[src/rtl/core/glyph_quad_layout_core_defines.svh]
// Assertion macros shared by the glyph quad layout RTL.
`ifndef GLYPH_QUAD_LAYOUT_CORE_DEFINES_SVH
`define GLYPH_QUAD_LAYOUT_CORE_DEFINES_SVH

// Consequent must hold in the same cycle as the antecedent.
`define GQL_ASSERT_NOW(lbl, ante, cons, msg) \
    lbl: assert property (@(posedge i_clk) disable iff (!i_rst_n) (ante) |-> (cons)) \
        else $error(msg);

// Consequent must hold in the cycle after the antecedent.
`define GQL_ASSERT_NEXT(lbl, ante, cons, msg) \
    lbl: assert property (@(posedge i_clk) disable iff (!i_rst_n) (ante) |=> (cons)) \
        else $error(msg);

`endif

[src/rtl/core/gql_pkg.sv]
// Shared types, codes and constants of the glyph quad layout core.
package gql_pkg;

    localparam int unsigned GLYPH_COUNT_DEF = 256;
    localparam int unsigned FRAC_BITS_DEF   = 8;

    localparam int unsigned SCALE_FRAC = 8;   // scale_q8 fraction bits
    localparam int unsigned ADV_SHIFT  = 6;   // advance is in 1/64 pixel
    localparam int unsigned TAB_SHIFT  = 2;   // tab = four space widths
    localparam int unsigned PEN_W      = 32;
    localparam int unsigned PX_W       = 16;
    localparam int unsigned ENTRY_W    = 64;
    localparam int unsigned LINES_W    = 12;
    localparam int unsigned PS_W       = 27;  // (height + gap) * scale

    localparam int unsigned IN_DATA_W  = 88;
    localparam int unsigned IN_USER_W  = 2;
    localparam int unsigned OUT_DATA_W = 80;
    localparam int unsigned CFG_IDX_W  = 3;
    localparam int unsigned CFG_DATA_W = 16;

    localparam logic [1:0] REQ_LOAD  = 2'd0;
    localparam logic [1:0] REQ_START = 2'd1;
    localparam logic [1:0] REQ_CHAR  = 2'd2;

    localparam logic [7:0] CH_TAB     = 8'd9;
    localparam logic [7:0] CH_NEWLINE = 8'd10;
    localparam logic [7:0] CH_SPACE   = 8'd32;

    localparam logic [CFG_IDX_W-1:0] CFG_FONT_HEIGHT = 3'd0;
    localparam logic [CFG_IDX_W-1:0] CFG_LINE_GAP    = 3'd1;
    localparam logic [CFG_IDX_W-1:0] CFG_SCALE       = 3'd2;
    localparam logic [CFG_IDX_W-1:0] CFG_OFFSET_X    = 3'd3;
    localparam logic [CFG_IDX_W-1:0] CFG_OFFSET_Y    = 3'd4;

    typedef enum logic [2:0] {
        OP_START,
        OP_NEWLINE,
        OP_TAB,
        OP_SPACE,
        OP_GLYPH
    } t_op;

    typedef struct packed {
        logic        [9:0]  font_height;
        logic        [7:0]  line_gap;
        logic        [15:0] scale_q8;
        logic signed [15:0] offset_x;
        logic signed [15:0] offset_y;
    } t_cfg;

    localparam t_cfg CFG_RST = '{
        font_height: 10'd16,
        line_gap:    8'd0,
        scale_q8:    16'd256,
        offset_x:    16'sd0,
        offset_y:    16'sd0
    };

    // glyph table entry, advance in the lowest bits
    typedef struct packed {
        logic        [15:0] texture;
        logic        [7:0]  height;
        logic        [7:0]  width;
        logic signed [7:0]  bearing_top;
        logic signed [7:0]  bearing_left;
        logic        [15:0] advance;
    } t_entry;

    // result item, left edge in the lowest bits
    typedef struct packed {
        logic        [15:0] texture;
        logic signed [15:0] top;
        logic signed [15:0] right;
        logic signed [15:0] bottom;
        logic signed [15:0] left;
    } t_quad;

    typedef struct packed {
        logic mul_en;
        logic sum_en;
        t_op  op;
    } t_dp_ctl;

endpackage

[src/rtl/core/gql_pen_unit.sv]
// Pen datapath: scale multiplies, pen update and quad corner rounding.
module gql_pen_unit
    import gql_pkg::*;
#(
    parameter int unsigned FRAC_BITS = FRAC_BITS_DEF
) (
    input  logic               i_clk,
    input  logic               i_rst_n,
    input  t_dp_ctl            i_ctl,
    input  t_cfg               i_cfg,
    input  logic [PS_W-1:0]    i_pitch_scale,
    input  t_entry             i_entry,
    input  logic [LINES_W-1:0] i_line_count,
    output t_quad              o_quad
);

    localparam int unsigned SHL = (FRAC_BITS >= SCALE_FRAC) ? FRAC_BITS - SCALE_FRAC : 0;
    localparam int unsigned SHR = (FRAC_BITS < SCALE_FRAC) ? SCALE_FRAC - FRAC_BITS : 0;
    localparam int unsigned WW  = 42 + SHL;   // pen-format working width
    localparam int unsigned OW  = WW + 2;     // corner plus size plus offset
    localparam int unsigned HALF_Q8 = 1 << (SCALE_FRAC - 1);

    localparam logic signed [WW-1:0] PEN_MAX = {{(WW-PEN_W+1){1'b0}}, {(PEN_W-1){1'b1}}};
    localparam logic signed [WW-1:0] PEN_MIN = {{(WW-PEN_W+1){1'b1}}, {(PEN_W-1){1'b0}}};
    localparam logic signed [OW-1:0] PX_MAX  = {{(OW-PX_W+1){1'b0}}, {(PX_W-1){1'b1}}};
    localparam logic signed [OW-1:0] PX_MIN  = {{(OW-PX_W+1){1'b1}}, {(PX_W-1){1'b0}}};

    // divide by 2^sh, half away from zero
    function automatic logic signed [WW-1:0] rnd_shr(input logic signed [WW-1:0] v,
                                                     input int unsigned sh);
        logic [WW-1:0] mag;
        logic [WW-1:0] half;
        half = (WW'(1) << sh) >> 1;
        mag  = v[WW-1] ? -v : v;
        mag  = (mag + half) >> sh;
        return v[WW-1] ? -$signed(mag) : $signed(mag);
    endfunction

    // exact Q8.8 product to pen format
    function automatic logic signed [WW-1:0] to_pen(input logic signed [WW-1:0] q8);
        return rnd_shr(q8, SHR) <<< SHL;
    endfunction

    function automatic logic signed [PEN_W-1:0] sat_pen(input logic signed [WW-1:0] v);
        if (v > PEN_MAX) begin
            return PEN_MAX[PEN_W-1:0];
        end else if (v < PEN_MIN) begin
            return PEN_MIN[PEN_W-1:0];
        end
        return v[PEN_W-1:0];
    endfunction

    function automatic logic signed [PX_W-1:0] sat_px(input logic signed [OW-1:0] v);
        if (v > PX_MAX) begin
            return PX_MAX[PX_W-1:0];
        end else if (v < PX_MIN) begin
            return PX_MIN[PX_W-1:0];
        end
        return v[PX_W-1:0];
    endfunction

    // multiply stage operands
    logic        [9:0]  adv_px;
    logic signed [9:0]  dy_px;
    logic signed [16:0] scale_s;
    logic signed [12:0] lines_m1;

    assign adv_px   = i_entry.advance[15:ADV_SHIFT];
    assign dy_px    = $signed({2'b00, i_entry.height})
                    - $signed({{2{i_entry.bearing_top[7]}}, i_entry.bearing_top});
    assign scale_s  = $signed({1'b0, i_cfg.scale_q8});
    assign lines_m1 = $signed({1'b0, i_line_count}) - 13'sd1;

    logic        [25:0] r_m_adv;
    logic signed [24:0] r_m_bl;
    logic signed [26:0] r_m_dy;
    logic        [23:0] r_m_w;
    logic        [23:0] r_m_h;
    logic signed [40:0] r_m_start;
    logic        [15:0] r_tex;

    always_ff @(posedge i_clk) begin
        if (i_ctl.mul_en) begin
            r_m_adv   <= adv_px * i_cfg.scale_q8;
            r_m_bl    <= $signed(i_entry.bearing_left) * scale_s;
            r_m_dy    <= dy_px * scale_s;
            r_m_w     <= i_entry.width * i_cfg.scale_q8;
            r_m_h     <= i_entry.height * i_cfg.scale_q8;
            r_m_start <= lines_m1 * $signed({1'b0, i_pitch_scale});
            r_tex     <= i_entry.texture;
        end
    end

    // pen update stage
    logic signed [PEN_W-1:0] r_pen_x;
    logic signed [PEN_W-1:0] r_pen_y;
    logic signed [WW-1:0]    pen_x_w;
    logic signed [WW-1:0]    pen_y_w;
    logic signed [WW-1:0]    adv_pen;
    logic signed [PEN_W-1:0] adv_x;

    assign pen_x_w = WW'(r_pen_x);
    assign pen_y_w = WW'(r_pen_y);
    assign adv_pen = to_pen(WW'(r_m_adv));
    assign adv_x   = sat_pen(pen_x_w + adv_pen);

    always_ff @(posedge i_clk) begin
        if (!i_rst_n) begin
            r_pen_x <= '0;
            r_pen_y <= '0;
        end else if (i_ctl.sum_en) begin
            case (i_ctl.op)
                OP_START: begin
                    r_pen_x <= '0;
                    r_pen_y <= sat_pen(to_pen(WW'(r_m_start)));
                end
                OP_NEWLINE: begin
                    r_pen_x <= '0;
                    r_pen_y <= sat_pen(pen_y_w - to_pen(WW'(i_pitch_scale)));
                end
                OP_TAB: begin
                    // space advance is rounded to pen format before the times four
                    r_pen_x <= sat_pen(pen_x_w + (adv_pen <<< TAB_SHIFT));
                end
                OP_SPACE, OP_GLYPH: begin
                    r_pen_x <= adv_x;
                end
                default: begin
                    r_pen_x <= r_pen_x;
                end
            endcase
        end
    end

    logic signed [WW-1:0] r_xs;
    logic signed [WW-1:0] r_ys;
    logic        [16:0]   r_w;
    logic        [16:0]   r_h;
    logic        [15:0]   r_tex_q;

    // corner sums use the pen before this glyph's advance
    always_ff @(posedge i_clk) begin
        if (i_ctl.sum_en) begin
            r_xs    <= pen_x_w + to_pen(WW'(r_m_bl));
            r_ys    <= pen_y_w - to_pen(WW'(r_m_dy));
            r_w     <= 17'((25'(r_m_w) + 25'(HALF_Q8)) >> SCALE_FRAC);
            r_h     <= 17'((25'(r_m_h) + 25'(HALF_Q8)) >> SCALE_FRAC);
            r_tex_q <= r_tex;
        end
    end

    // output stage: round to pixels, add size and text position
    logic signed [WW-1:0] xp;
    logic signed [WW-1:0] yp;
    logic signed [OW-1:0] xo;
    logic signed [OW-1:0] yo;
    logic signed [OW-1:0] xr;
    logic signed [OW-1:0] yt;

    assign xp = rnd_shr(r_xs, FRAC_BITS);
    assign yp = rnd_shr(r_ys, FRAC_BITS);
    assign xo = OW'(xp) + OW'(i_cfg.offset_x);
    assign yo = OW'(yp) + OW'(i_cfg.offset_y);
    assign xr = xo + $signed(OW'(r_w));
    assign yt = yo + $signed(OW'(r_h));

    always_comb begin
        o_quad.left    = sat_px(xo);
        o_quad.bottom  = sat_px(yo);
        o_quad.right   = sat_px(xr);
        o_quad.top     = sat_px(yt);
        o_quad.texture = r_tex_q;
    end

endmodule

[config.mk]
export PLATFORM = sky130hd
export DESIGN_NAME = gql_pen_unit
export DESIGN_NICKNAME = d
export VERILOG_FILES = /design/src/rtl/core/glyph_quad_layout_core_defines.svh /design/src/rtl/core/gql_pkg.sv /design/src/rtl/core/gql_pen_unit.sv
export SDC_FILE = /design/constraint.sdc
export NUM_CORES = 2
export LEC_CHECK = 0
export BUFFER_PORTS_ARGS = -buffer_cell sky130_fd_sc_hd__buf_4
export CAP_MARGIN = 20
export CORE_MARGIN = 2
export CORE_UTILIZATION = 59
export DETAILED_ROUTE_END_ITERATION = 6
export MAX_ROUTING_LAYER = met4
export PLACE_DENSITY = 0.79
export SYNTH_ARGS = -nofsm -noshare
export SYNTH_HDL_FRONTEND = slang
export SYNTH_SLANG_ARGS = --single-unit
[constraint.sdc]
create_clock -name i_clk -period 12.1 [get_ports i_clk]
set_input_delay 1.815 -clock i_clk [delete_from_list [all_inputs] [get_ports i_clk]]
set_output_delay 1.815 -clock i_clk [all_outputs]
set_load 0.01 [all_outputs]
# Word level (Yosys, flattened, before mapping)
# Cells that the tools add are included.
# W data, S select, Z words.
# classes
n_addsub,25
mul,6
magnitude_cmp,16
n_eq_ne,4
muxes,61
n_reduce_logical,7
# ops
cell,count
$mux W42,10
$mux W32,12
$neg A42 Y42,5
$mux W16,12
$gt A33 B32 Y1 const B,3
$lt A33 B32 Y1 const B,3
$pmux W32 S3,1
$add A43 B18 Y44,2
$gt A44 B16 Y1 const B,2
$lt A44 B16 Y1 const B,2
$add A42 B16 Y43,2
$gt A43 B16 Y1 const B,2
$lt A43 B16 Y1 const B,2
$add A42 B8 Y42 const B,2
$neg A34 Y42,2
$pmux W32 S2,1
$add A24 B8 Y25 const B,2
$mul A8 B16 Y24,2
$add A32 B42 Y42,1
$gt A42 B32 Y1 const B,1
$lt A42 B32 Y1 const B,1
$neg A25 Y42,1
$neg A27 Y42,1
$neg A41 Y42,1
19 further kinds,46
# totals
reg_bits,381
input_bits,176

# Logic depth before layout (Yosys ltp)
# logic_depth
ltp_word,12
depth_mapped,47

# Least setup slack after synthesis
# No wires, ideal clock.
# synth_path
path_type,register to output
from,reg r_xs[41]
to,out o_quad[37] (netlist bit)
arrival_time_ns,10.420
required_ns,10.285
setup_slack_ns,-0.135
stages_incl_launch_ff,38
cell_sequence,edfxtp_1 clkbuf_1 buf_1 clkbuf_1 buf_1 clkbuf_1 clkbuf_1 clkbuf_1 clkbuf_1 o21ai_0 xnor2_1 ha_1 and3_1 clkbuf_1 xnor2_1 mux2_2 a211o_1 or4b_2 [... 2 more ...] o31ai_1 xnor2_1 ha_1 inv_1 nor3_1 and4_1 or3b_2 a211o_1 a211oi_1 nand3_1 mux2i_1 nand4_1 or4_1 a2bb2oi_1 nand4_1 o31ai_1 clkbuf_1 a21o_1
# synth_rtl
item,line,source
from (decl),gql_pen_unit.sv:135,logic signed [WW-1:0] r_xs;
from (signal assigned),gql_pen_unit.sv:144,r_xs <= pen_x_w + to_pen(WW'(r_m_bl));
to (decl),gql_pen_unit.sv:14,output t_quad o_quad

==> metrics.cfg <==
[worst_setup_path]
r2r_cells=23
rr_startpoint=r_m_dy[0]
r2r-end=r_ys[40]
worstPathArrival_ps=9900
reg2reg_slack_ps=4680
criticalPathCategory=reg2out
path_common_cell=buf_4
cp-start-kind=flop
critPathMaxStageDelay_ps=660
crit_required_ps=10280
cp_max_fo=15
slowest_stage=or4b_1
endpoint_kind=output port

[grt]
grt_pass1_vias=63200
grt_max_degree=88
antenna_found_initial=12
grt_pass1_wl_mm=327
grt_overflow=0
groute.usage.overall_pct=32.7

[floorplan]
initial_core_util_pct=59.2
io_pins=256
row_count=129
die_area_mm2=0.127
dieHeight_um=356
fp.coreArea_mm2=0.123
die_x_um=356

[timing]
period_needed_ps=11710
whs_ps=419
fin_crit_sh_pct=96.8
tightestPinTransition_ps=1120
fin_skew_ps=39.1
max_slew_margin_pct=24.9
rsz0062_at_grt=true
hold_viol=0
setup_viol=0
max_freq_mhz=85.4
finalMaxSlewViolations=0
worst_slack_ps=390
setup-tns-final_ps=0

[synth]
synth.top_cell.area_share_pct=20.8
async_flop_share_pct=0
syn-num-nets=10400
synth_edf_count=303
synthTopCellsByArea=fa_1 (21%), edfxtp_1 (12%), ha_1 (12%), xnor2_1 (6.2%), nand2_1 (5.3%)
synth_common_cells=nand2_1 (1025), inv_1 (932), fa_1 (757)
netlist_area_mm2=0.0730
syn_avg_cell_area_um2=8.33
synth_seq_cells=367
postSynthCellCount=8764
synth_area_leader_cell=fa_1
synth_top_flop_cell=edfxtp_1
yosysMostFrequentCell=nand2_1
seq_area_frac_synth_pct=14.2
yosys_warnings=0
synth_cell_types=105

[detailed_routing]
post_drt_wl_per_cell_um=19.6
vias_per_cell=6.12
drt-total-wl_mm=205
vias=63900
dr.pass1.iters=6
drt_iter0_markers=5580
final_antenna_net_count=0
route.detailed.drc=0

[clock_tree]
clk_pin_slew_ps=60
clockRootBuffer=clkbuf_16
cts_buffer_depth=3
htree_levels=2
cts_tree=done
cts.sinks=367
worstSkewPairLatency_ps=610
cts_buffers=45

[pwr]
power.density_mw_per_mm2=301
leakagePower_nw=35.7
ir_drop_v=0.000435

[worst_hold_path]
min_to=r_tex_q[5]
hold_depth=0
hold_path.class=reg2reg
min-delay-start=r_tex[5]

[placement]
gp_congestion=0.977
portBuffers=231
place_ws_ps=264
dp_hpwl_mm=161

[finish]
area_growth_pct=7.19
drive_gt1_share_pct=7.05
nets=10400

[status]
status=finished clean

[flow_run]
max-cap-violations=0

## cells in the final DEF (no fill, tap or decap), types with 54 or more instances in the layout
master and count:
a21o_1 179, a21oi_1 438, and2_1 370, and3_1 74
buf_4 333, dfxtp_1 64, edfxtp_1 303, fa_1 757
ha_1 702, inv_1 932, nand2_1 1023, nand2b_1 139
nand3_1 194, nand4_1 82, nor2_1 538, nor2b_1 86
nor3_1 199, nor4_1 60, o21a_1 56, o21ai_0 399
o21bai_1 69, or2_2 54, or3_1 80, xnor2_1 509
xor2_1 249
## through the flow
step                      cells  total power [mW]  area (um^2)  util, %
after floorplan            8764              16.8        73000        -
after global placement    10300              21.1        76000     61.6
after detailed placement  10300              21.6        76000     61.6
after CTS                 10400              23.2        77700     63.0
after global routing      10400              25.8        78300     63.5
final                     10400              23.6        78300     63.5
## where the power goes
group	total [mW]	internal, mW	switching [mW]
logic	19.0	7.98	11.1
registers	3.08	2.43	0.649
clock network	1.44	0.840	0.603
## what timing repair did
action | 4_1_cts | 5_1_grt
cloned | 0 | 0
setup buffers | 0 | 28
hold buffers | 0 | 0
endpoints found under the setup margin | 30 | 61
pin swaps | 0 | 13
resized for setup | 12 | 75
## per-layer routing
layer  vias to the layer above  GRT usage, %  routed length, um
li1                      29800             -                  -
met4                         0          9.05               5860
met3                       406          4.06              16000
met1                     31200          43.1              86200
met2                      2456          53.2              96700
met5                         -             -                  0
## kinds of logic after synthesis
family                     Yosys count  synth area share (%)
AOI/OAI and AO/OA                 1705                  15.2
xor gates and xnor gates           775                  9.29
adders and majority gates         1468                  32.9
buffers and inverters             1322                  6.86
DFF                                367                  14.2
muxes                               41                 0.588
and+or+nand+nor                   3086                  20.9
## area by class of cell
| type | count | area [um^2] |
|---|---|---|
| Fill cell | 10500 | 45000 |
| Antenna cell | 8 | 20.0 |
| Inverter | 932 | 3500 |
| Clock buffer | 50 | 1170 |
| Sequential cell | 367 | 10400 |
| Clock inverter | 34 | 394 |
| Tap cell | 1637 | 2050 |
| Multi-Input combinational cell | 7075 | 58200 |
| Timing Repair Buffer | 337 | 2560 |
## flip-flops by register name (all words and copies together), names as in the netlist
name,count
r_m_h,17
r_m_start,41
r_m_adv,26
r_pen_x,32
r_m_dy,27
r_h,17
r_m_w,17
r_pen_y,32
r_w,17
r_tex,16
r_ys,42
r_xs,42
r_tex_q,16
r_m_bl,25
## worst max-delay path: cells and delay by family, from the launching register on
| kind | cells | cell delay [ps] |
|---|---|---|
| AND/OR/NAND/NOR | 12 | 4390 |
| AO/OA/AOI/OAI | 11 | 2980 |
| buffers and inverters | 4 | 650 |
| flip-flops | 1 | 480 |
| adder cells (fa/ha/maj) | 1 | 450 |
| multiplexers | 1 | 190 |
| XOR/XNOR | 1 | 140 |
## worst max-delay path by stage
stage / endpoint / start / slack, ps
CTS: o_quad[36] / r_xs[10] / -10
detailed placement: o_quad[36] / r_xs[2] / 260
finish: o_quad[36] / r_xs[11] / 390
floorplan: o_quad[37] / r_xs[41] / 110
global route: o_quad[36] / r_xs[2] / -40
global placement: o_quad[36] / r_xs[2] / 370
(Power assumes the default switching activity.)
